--- src/rtl/core/ead_isqrt.sv ---
module ead_isqrt #(
  parameter int W = 4
) (
  input  logic                clk,
  input  logic                en,
  input  logic [W-1:0]        tag_in,
  input  logic signed [16:0]  s_in,
  output logic [W-1:0]        tag_out,
  output logic signed [16:0]  s_out,
  output logic [15:0]         root
);
  // one result bit per stage, 15 stages, n = 2^28 - s*s
  localparam int Steps = 15;
  logic [28:0] n_q [Steps+1];
  logic [28:0] r_q [Steps+1];
  logic [W-1:0] t_q [Steps+1];
  logic signed [16:0] s_q [Steps+1];
  logic signed [33:0] sq;

  assign sq = s_in * s_in;

  always_ff @(posedge clk) begin
    if (en) begin
      n_q[0] <= 29'(34'sd268435456 - sq);
      r_q[0] <= '0;
      t_q[0] <= tag_in;
      s_q[0] <= s_in;
    end
  end

  for (genvar k = 0; k < Steps; k++) begin : g_st
    localparam logic [28:0] Bit = 29'(1) << (28 - 2 * k);
    always_ff @(posedge clk) begin
      if (en) begin
        if (n_q[k] >= r_q[k] + Bit) begin
          n_q[k+1] <= n_q[k] - (r_q[k] + Bit);
          r_q[k+1] <= (r_q[k] >> 1) + Bit;
        end else begin
          n_q[k+1] <= n_q[k];
          r_q[k+1] <= r_q[k] >> 1;
        end
        t_q[k+1] <= t_q[k];
        s_q[k+1] <= s_q[k];
      end
    end
  end

  assign root = r_q[Steps][15:0];
  assign tag_out = t_q[Steps];
  assign s_out = s_q[Steps];
endmodule

--- config.mk ---
export PLATFORM = sky130hd
export DESIGN_NAME = ead_isqrt
export DESIGN_NICKNAME = d
export VERILOG_FILES = /design/src/rtl/core/ead_isqrt.sv
export SDC_FILE = /design/constraint.sdc
export NUM_CORES = 2
export LEC_CHECK = 0
export BUFFER_PORTS_ARGS = -buffer_cell sky130_fd_sc_hd__buf_2
export CAP_MARGIN = 15
export CORE_ASPECT_RATIO = 0.75
export CORE_MARGIN = 2
export CORE_UTILIZATION = 60
export CTS_BUF_LIST = sky130_fd_sc_hd__clkbuf_4
export DETAILED_ROUTE_END_ITERATION = 12
export PLACE_DENSITY = 0.82
export SYNTH_ARGS = -nofsm -noshare
export SYNTH_HDL_FRONTEND = slang
export SYNTH_SLANG_ARGS = --single-unit
export TNS_END_PERCENT = 10
--- constraint.sdc ---
create_clock -name clk -period 8.8 [get_ports clk]
set_input_delay 1.32 -clock clk [delete_from_list [all_inputs] [get_ports clk]]
set_output_delay 1.32 -clock clk [all_outputs]
set_load 0.02 [all_outputs]
==> reports/results.ini <==
[global_route]
grt_use_total=0.204
grt_max_degree=185
grt_pass1_wl_um=124000
grt_pass1_vias=25500
gr-total-overflow=0
antenna_found_initial=3

[pwr]
p_leak_nw=19.5
powerDensity_mw_per_mm2=367
vdd_drop_max_mv=1.63

[timing]
fin_crit_sh=0.797
min_period_ns=7.01
setup_viol=0
timing.setup.tns_ns=0
rsz0062_at_grt=false
tightest_slew_ns=1.09
report.final.hold_viol_count=0
max_clock_freq_mhz=143
relSlewSlack=0.274
fin_worst_skew_ns=0.0717
maxSlewViolCount=0

[routing]
vias_per_cell=5.37
drt_pre_antenna_iters=7
wl_per_cell_um=16.1
ant_nets=0
initialDrtViolationCount=2142
drc_errors=0
wl_um=73500
routed-via-count=24600

[clock_network]
clock-root-buffer=clkbuf_4
clk_latency_ns=1.05
cts_hold_buf=0
htreeDepth=4
clkTransAtPathRegs_ns=0.07
cts_made_buffers=191
cts_resized=0
clk_path_buf_depth=3
post_cts_buffers=0
cts.sinks=875
cts_tree=yes

[yosys]
syn-num-nets=3795
async_reset_ff_frac=0
synth_cells=3313
synthDistinctLibCells=75
synthAdderAreaFrac=0.166
synth_top_family_by_area=adder cells
ys_warn_count=0
avgSynthCellArea_um2=13.5
synth_compound_area_frac=0.0579
muxShareOfSynthArea=0.00701
syn-cell-area_mm2=0.0446
synth-seq-area-share=0.589
ys_ff_latch=875
synth-edff-count=875
synthSimpleGateAreaFrac=0.0834
synth_xor_area_frac=0.0406
synth-main-ff-cell=edfxtp_1

[setup_path]
setup.worst_path.end_class=flip-flop
worstRegToRegCells=10
r2r-start=r_q[1][152]
cp_max_fo=15
critPathLaunchType=primary input
required_ns=9.60
path_class=in2reg
worstSetupStartpoint=s_in[10]
arrival_ns=7.81

[placed_design]
placed_area_mm2=0.0457
gp_congestion=0.917
dp_hpwl_um=51400
io_buffer_count=58
dp.cells=4238

[final_layout]
final_cells=4577
final_cell_mix=edfxtp_1, inv_1, clkbuf_4
fillers=5194
final_common_cell=edfxtp_1
nNetsFinal=3946
areaGrowthSynthToFinish_pct=7.89
fin_area_mm2=0.0482
layout-drive-gt1-share=0.112

[floorplan]
dieArea_mm2=0.0766
ioPinCount=60
die_h_um=240
coreArea_mm2=0.0736
core.rowCount=86
die_w_um=319
start_util=0.607

[min_path]
hold_path.class=reg2reg
hold-path-cell-count=0
min_from=s_q[0][131]

[status]
status=completed

[run]
maxCapViolCount=0

## routing by layer
layer,track usage,vias to the layer above,wire length (um)
li1,-,11900,-
met1,0.276,11800,32700
met2,0.324,739,34300
met3,0.0493,145,5010
met4,0.0755,2,1550
met5,0,-,11
## synth_stat cells, types with 9 or more instances
| cell type | n | area (um^2) |
|---|---|---|
| nand3b_1 | 14 | 105 |
| o21a_1 | 28 | 210 |
| clkbuf_1 | 71 | 267 |
| a211oi_1 | 16 | 120 |
| xor2_1 | 73 | 639 |
| o211ai_1 | 9 | 67.6 |
| and3_1 | 12 | 75.1 |
| nand4_1 | 23 | 144 |
| edfxtp_1 | 875 | 26300 |
| nand4b_1 | 10 | 87.6 |
| nor4b_1 | 14 | 123 |
| fa_1 | 224 | 4480 |
| nand2b_1 | 34 | 213 |
| inv_1 | 511 | 1920 |
| nand2_1 | 203 | 762 |
| mux2_2 | 18 | 203 |
| nor2b_1 | 37 | 231 |
| and2_1 | 59 | 369 |
| or3_1 | 15 | 93.8 |
| o21ai_0 | 121 | 606 |
| buf_4 | 37 | 278 |
| or4_1 | 11 | 82.6 |
| nor4_1 | 43 | 269 |
| a21oi_1 | 101 | 505 |
| ha_1 | 235 | 2940 |
| nand3_1 | 31 | 155 |
| nor3_1 | 53 | 265 |
| a21o_1 | 52 | 390 |
| xnor2_1 | 134 | 1170 |
| nor2_1 | 113 | 424 |
## cell type report
class	instances	area, um^2	share of cell area
Sequential cell	875	26300	0.546
Multi-Input combinational cell	1813	15900	0.329
Clock buffer	264	1980	0.0411
Inverter	512	1920	0.0399
Tap cell	968	1210	0.0251
Clock inverter	64	458	0.00951
Timing Repair Buffer	71	423	0.00878
Antenna cell	10	25.0	0.000520
## final timing paths
path / to / slack (ns)
setup / recovery: n_q[0][28] / 1.79
hold / removal: s_q[1][12] / 0.37
setup reg to reg: n_q[1][180] / 5.45
hold reg to reg: s_q[1][12] / 0.37
## worst max-delay path: stages
cell and delay (ns):
buf_2 0.28, clkinv_1 0.31, nor2_1 0.25, inv_1 0.09
fa_1 0.52, inv_1 0.05, fa_1 0.46, fa_1 0.52
inv_1 0.05, fa_1 0.46, fa_1 0.54, inv_1 0.05
fa_1 0.52, inv_1 0.04, ha_1 0.36, a21oi_1 0.14
o21ai_0 0.12, a2111oi_0 0.46, a211oi_1 0.32, o211a_1 0.30
o21a_1 0.19, o41ai_1 0.35, xnor2_1 0.11
## power by group
part	total [W]	leakage, nW	switching (W)	internal (W)
combinational	0.00858	9.65	0.00483	0.00375
sequential	0.00601	8.44	0.000299	0.00571
clock	0.00307	1.42	0.00154	0.00152
total	0.0177	19.5	0.00667	0.0110
## kinds of logic (layout without fill, tap and decap cells)
kind of cell,after synthesis,count (layout)
AOI/OAI and AO/OA,411,411
xor gates and xnor gates,207,207
adders and majority gates,459,459
buffers and inverters,625,911
DFF,875,875
muxes,28,28
other,2,12
and+or+nand+nor,706,706
## registers in the layout, summed over array words and instances (netlist names)
register and cells:
n_q 420, r_q 120, s_q 271, t_q 64
## per-stage QoR
stage	hold slack [ns]	total power (W)	utilization	setup slack, ns
after global routing	0.330	0.0192	0.654	1.45
after CTS	0.344	0.0178	0.654	1.88
final	0.370	0.0177	0.654	1.79
after detailed placement	0.405	0.0146	0.621	0.715
after floorplan	0.400	0.0127	-	1.54
after global placement	0.400	0.0144	0.621	0.922
Note: power is estimated with default switching activity, not from simulation.
