File: config.mk
export PLATFORM = sky130hd
export DESIGN_NAME = ead_cordic
export DESIGN_NICKNAME = d
export VERILOG_FILES = /design/src/rtl/core/ead_pkg.sv /design/src/rtl/core/ead_cordic.sv
export SDC_FILE = /design/constraint.sdc
export NUM_CORES = 2
export LEC_CHECK = 0
export ABC_AREA = 1
export ABC_CLOCK_PERIOD_IN_PS = 4390
export BUFFER_PORTS_ARGS = -buffer_cell sky130_fd_sc_hd__buf_2
export CAP_MARGIN = 10
export CORE_MARGIN = 10
export CORE_UTILIZATION = 35
export DETAILED_ROUTE_END_ITERATION = 8
export GPL_ROUTABILITY_DRIVEN = 0
export HOLD_SLACK_MARGIN = 0.02
export PLACE_DENSITY_LB_ADDON = 0.15
export SYNTH_ARGS = -nofsm -noshare
export SYNTH_HDL_FRONTEND = slang
export SYNTH_SLANG_ARGS = --single-unit
File: constraint.sdc
create_clock -name clk -period 4.39 [get_ports clk]
set_input_delay 0.439 -clock clk [delete_from_list [all_inputs] [get_ports clk]]
set_output_delay 0.439 -clock clk [all_outputs]
set_load 0.01 [all_outputs]
File: src/rtl/core/ead_pkg.sv
package ead_pkg;

  localparam int ValW = 16;
  localparam int AngW = 16;
  localparam int HalfPiQ16 = 102944;
  localparam int HalfPiQ13 = 12868;
  localparam int AngleLimit = 25736;
  localparam int TableLen = 24;

  typedef struct packed {
    logic [3:0] yi;
    logic       yneg;
    logic [3:0] xi;
    logic       xneg;
  } pair_sel_t;

  typedef struct packed {
    logic [1:0] mid;
    logic [3:0] si;
    logic       sneg;
    logic [1:0] a1;
    pair_sel_t  t1;
    logic [1:0] a2;
    pair_sel_t  t2;
    pair_sel_t  tg;
  } order_desc_t;

  function automatic order_desc_t order_lookup(input logic [2:0] ord);
    order_desc_t o;
    case (ord)
      3'd1: o = '{2'd2, 4'd1, 1'b1, 2'd0, '{4'd7, 1'b0, 4'd4, 1'b0}, 2'd1,
                 '{4'd2, 1'b0, 4'd0, 1'b0}, '{4'd6, 1'b1, 4'd8, 1'b0}};
      3'd2: o = '{2'd0, 4'd5, 1'b1, 2'd1, '{4'd2, 1'b0, 4'd8, 1'b0}, 2'd2,
                 '{4'd3, 1'b0, 4'd4, 1'b0}, '{4'd1, 1'b1, 4'd0, 1'b0}};
      3'd3: o = '{2'd2, 4'd3, 1'b0, 2'd1, '{4'd6, 1'b1, 4'd0, 1'b0}, 2'd0,
                 '{4'd5, 1'b1, 4'd4, 1'b0}, '{4'd7, 1'b0, 4'd8, 1'b0}};
      3'd4: o = '{2'd0, 4'd7, 1'b0, 2'd2, '{4'd1, 1'b1, 4'd4, 1'b0}, 2'd1,
                 '{4'd6, 1'b1, 4'd8, 1'b0}, '{4'd2, 1'b0, 4'd0, 1'b0}};
      3'd5: o = '{2'd1, 4'd6, 1'b1, 2'd2, '{4'd3, 1'b0, 4'd0, 1'b0}, 2'd0,
                 '{4'd7, 1'b0, 4'd8, 1'b0}, '{4'd1, 1'b1, 4'd2, 1'b0}};
      default: o = '{2'd1, 4'd2, 1'b0, 2'd0, '{4'd5, 1'b1, 4'd8, 1'b0}, 2'd2,
                 '{4'd1, 1'b1, 4'd0, 1'b0}, '{4'd3, 1'b0, 4'd4, 1'b0}};
    endcase
    return o;
  endfunction

  function automatic logic [16:0] atan_entry(input int i);
    logic [16:0] r;
    case (i)
      0: r = 17'd51472;
      1: r = 17'd30386;
      2: r = 17'd16055;
      3: r = 17'd8150;
      4: r = 17'd4091;
      5: r = 17'd2047;
      6: r = 17'd1024;
      7: r = 17'd512;
      8: r = 17'd256;
      9: r = 17'd128;
      10: r = 17'd64;
      11: r = 17'd32;
      12: r = 17'd16;
      13: r = 17'd8;
      14: r = 17'd4;
      15: r = 17'd2;
      16: r = 17'd1;
      default: r = 17'd0;
    endcase
    return r;
  endfunction

endpackage

File: src/rtl/core/ead_cordic.sv
module ead_cordic #(
  parameter int STAGES = 14
) (
  input  logic               clk,
  input  logic               en,
  input  logic signed [17:0] yv,
  input  logic signed [17:0] xv,
  output logic signed [15:0] angle
);
  import ead_pkg::*;
  // values carried unscaled with 16 fraction bits appended
  localparam int DW = 38;
  localparam int ZW = 20;
  logic signed [DW-1:0] x_q [STAGES+1];
  logic signed [DW-1:0] y_q [STAGES+1];
  logic signed [ZW-1:0] z_q [STAGES+1];
  logic zero_q [STAGES+1];
  logic signed [DW-1:0] x0, y0;
  logic signed [ZW-1:0] z0, zr, zf;

  always_comb begin
    x0 = {{(DW-34){xv[17]}}, xv, 16'd0};
    y0 = {{(DW-34){yv[17]}}, yv, 16'd0};
    z0 = '0;
    if (xv < 0) begin
      if (yv >= 0) begin
        x0 = {{(DW-34){yv[17]}}, yv, 16'd0};
        y0 = -{{(DW-34){xv[17]}}, xv, 16'd0};
        z0 = ZW'(HalfPiQ16);
      end else begin
        x0 = -{{(DW-34){yv[17]}}, yv, 16'd0};
        y0 = {{(DW-34){xv[17]}}, xv, 16'd0};
        z0 = -ZW'(HalfPiQ16);
      end
    end
  end

  always_ff @(posedge clk) begin
    if (en) begin
      x_q[0] <= x0;
      y_q[0] <= y0;
      z_q[0] <= z0;
      zero_q[0] <= (xv == 0) && (yv == 0);
    end
  end

  for (genvar i = 0; i < STAGES; i++) begin : g_st
    localparam logic signed [ZW-1:0] A = ZW'(atan_entry(i));
    localparam int Sh = (i > DW - 1) ? DW - 1 : i;
    always_ff @(posedge clk) begin
      if (en) begin
        if (y_q[i] >= 0) begin
          x_q[i+1] <= x_q[i] + (y_q[i] >>> Sh);
          y_q[i+1] <= y_q[i] - (x_q[i] >>> Sh);
          z_q[i+1] <= z_q[i] + A;
        end else begin
          x_q[i+1] <= x_q[i] - (y_q[i] >>> Sh);
          y_q[i+1] <= y_q[i] + (x_q[i] >>> Sh);
          z_q[i+1] <= z_q[i] - A;
        end
        zero_q[i+1] <= zero_q[i];
      end
    end
  end

  always_comb begin
    zf = zero_q[STAGES] ? '0 : z_q[STAGES];
    if (zf < 0) zr = -((-zf + 20'sd4) >>> 3);
    else zr = (zf + 20'sd4) >>> 3;
    if (zr > AngleLimit) zr = ZW'(AngleLimit);
    if (zr < -AngleLimit) zr = -ZW'(AngleLimit);
  end

  always_ff @(posedge clk) begin
    if (en) angle <= zr[15:0];
  end
endmodule
==> results.toml <==
[critical_path]
reg2reg_to = "x_q[11][36]$_DFFE_PP_"
path_max_fanout = 3
rrSetupSlack_ns = -0.21
worstRegToRegCells = 34
start_kind = "flip-flop"
arrival_ns = 5.17
r2r-start = "y_q[1][87]$_DFFE_PP_"
cpMaxStageDelayCell = "edfxtp_1"
criticalPathCategory = "reg -> reg"
end_kind = "flip-flop"
required_ns = 4.96
max_stage_delay_ns = 0.44

[sta]
setup_violations = 19
worst_slew_pin_slew_ns = 1.08
min_period_ns = 4.60
fin_skew_ns = 0.0696
slew_violations = 0
hold_viol = 0
fin_crit_sh = 1.05
rsz0062_at_grt = "true"
setup_slack_ns = -0.205
slew_headroom = 0.282
clock.fmax_ghz = 0.218

[cells_and_area]
drive_gt1_frac = 0.301
layout_commonest_cell = "buf_4"
fin_nets = 15000
fin_util = 0.489
multiInputGateArea_sq_mm = 0.0608
regArea_sq_mm = 0.0331
area_growth_pct = 39.2
nFillCells = 25100
layout_common_cells = "buf_4, nand2_1, inv_1"

[drt]
first_iter_violations = 4770
vias_per_cell = 4.91
highest_layer = "met4"
wl_per_cell_microns = 16.9
route.detailed.drc = 0
wirelength_microns = 296000
dr_wl_met2_microns = 149000
met3_wirelength_microns = 9880
met1_length_microns = 128000
dr_total_vias = 86100
firstDrtPassIters = 6
ant_nets = 0

[cts]
cts_tree = "built"
cts_buffer_depth = 4
cts_sinks = 1101
cts_made_buffers = 149
clk_latency_ns = 0.85
htree_levels = 4
clk_pin_slew_ns = 0.06
cts_root_buffer = "clkbuf_16"

[floorplan]
coreArea_sq_mm = 0.265
ios = 54
rows = 189
start_util = 0.351
dieArea_sq_mm = 0.287
die_h_microns = 536
die_w_microns = 536

[logic_synthesis]
synthDistinctLibCells = 67
seq_area_frac_synth = 0.355
synth_area_per_cell_sq_um = 8.43
syn_area_sq_mm = 0.0931
async_flop_share = 0
ys.flop_type = "edfxtp_1"
yosysTopAreaCellShare = 0.355
synth_edf_count = 1101
synthTopCellsByArea = "edfxtp_1, ha_1, xor2_1"
synth_warnings = 0
synth_cells = 11000
yosysTopAreaCell = "edfxtp_1"
ys_ff_latch = 1101

[worst_hold_path]
holdCritPathClass = "in -> reg"
min_delay_path_depth = 2
hp-start = "en"
whs_endpoint = "y_q[0][288]$_DFFE_PP_"

[grt]
grt.total_usage = 0.195
grt_overflow_total = 0
grt_max_degree = 145
grt_pass1_vias = 85200
grt_pass1_wl_microns = 458000
grt_antenna_before_repair = 2

[placed_design]
numPortBuffers = 53
place_hpwl_microns = 239000

[flow_run]
cap_violations = 0

[run_status]
violations = "setup timing"
outcome = "complete, but fails checks"
kinds of logic (layout without fill, tap and decap cells):
kind of cell    count (synthesis)  in the layout  share of synthesized area
xor+xnor                     1545           1545                      0.145
simple gates                 3702           3702                      0.167
mux                             4              4                   0.000430
flops                        1101           1101                      0.355
other cells                     1              7                  0.0000403
fa+ha+maj                    1040           1040                      0.142
compound gates               2231           2231                      0.133
buf+inv                      1420           4360                     0.0574
worst max path at each step:
stage,start,end,slack [ns],cells past startpoint
2_1_floorplan,y_q[0][234]$_DFFE_PP_,x_q[7][36]$_DFFE_PP_,-0.13,32
3_3_place_gp,y_q[0][234]$_DFFE_PP_,x_q[7][36]$_DFFE_PP_,-0.84,33
3_5_place_dp,y_q[0][234]$_DFFE_PP_,x_q[7][36]$_DFFE_PP_,-0.83,33
4_1_cts,y_q[0][274]$_DFFE_PP_,x_q[8][36]$_DFFE_PP_,-0.43,35
5_1_grt,y_q[1][86]$_DFFE_PP_,x_q[11][36]$_DFFE_PP_,-0.59,34
6_report,y_q[1][87]$_DFFE_PP_,x_q[11][36]$_DFFE_PP_,-0.21,34
through the flow:
step | hold WS (ns) | area (sq um) | setup slack [ns] | setup TNS, ns | std cells
after floorplan | 0.400 | 93100 | -0.129 | -0.129 | 11000
after global placement | 0.403 | 116000 | -0.837 | -48.92 | 17000
after detailed placement | 0.405 | 116000 | -0.834 | -48.29 | 17000
after CTS | 0.0303 | 124000 | -0.432 | -4.18 | 17400
after global routing | 0.0682 | 130000 | -0.593 | -20.73 | 17500
final | 0.116 | 130000 | -0.205 | -1.66 | 17500
flip-flops by register name (all words and copies together), names as in the netlist:
name and cells:
y_q 412, zero_q 15, z_q 253, x_q 405, angle 16
critical path: cells and delay by family (launching register included):
family	cells	cell delay [ns]
AO/OA/AOI/OAI	6	0.76
AND/OR/NAND/NOR	16	1.90
buffers and inverters	8	0.62
adder cells (fa/ha/maj)	2	0.41
XOR/XNOR	2	0.24
flip-flops	1	0.44
synthesized netlist by cell type, types with 45 or more instances:
cell      count
nand3_1     358
o21ai_0     580
nand4_1      95
ha_1       1009
inv_1      1266
or2_2        45
nand2_1    1751
o21bai_1     45
nor4_1       76
xor2_1      996
xnor2_1     548
a31oi_1     116
nor2_1     1053
edfxtp_1   1101
nor3_1      233
clkbuf_1    118
o31ai_1      70
a21oi_1    1141
area by class of cell:
type	instances	share of cell area
clock buffer	174	0.0297
sequential	1101	0.255
antenna	3	0.0000579
tap	3533	0.0341
clock inverter	79	0.00648
inverter	1280	0.0374
multi-input combinational	8526	0.469
timing repair buffer	2827	0.168
repair_timing:
| action | in CTS | in global routing |
|---|---|---|
| endpoints found under the hold margin | 37 | 0 |
| hold buffers | 49 | 0 |
| gates resized for setup | 457 | 1168 |
| gates cloned | 0 | 0 |
| pin swaps | 159 | 549 |
| buffers inserted | 108 | 185 |
| endpoints found under the setup margin | 179 | 250 |
metal layers:
metal,vias up,GRT usage
met2,1461,0.357
met5,-,0
li1,43500,-
met3,433,0.0205
met1,40600,0.241
met4,0,0.0583
Power is not shown: default switching activity piles up to over one toggle a cycle in this logic, so the estimate is an artifact.
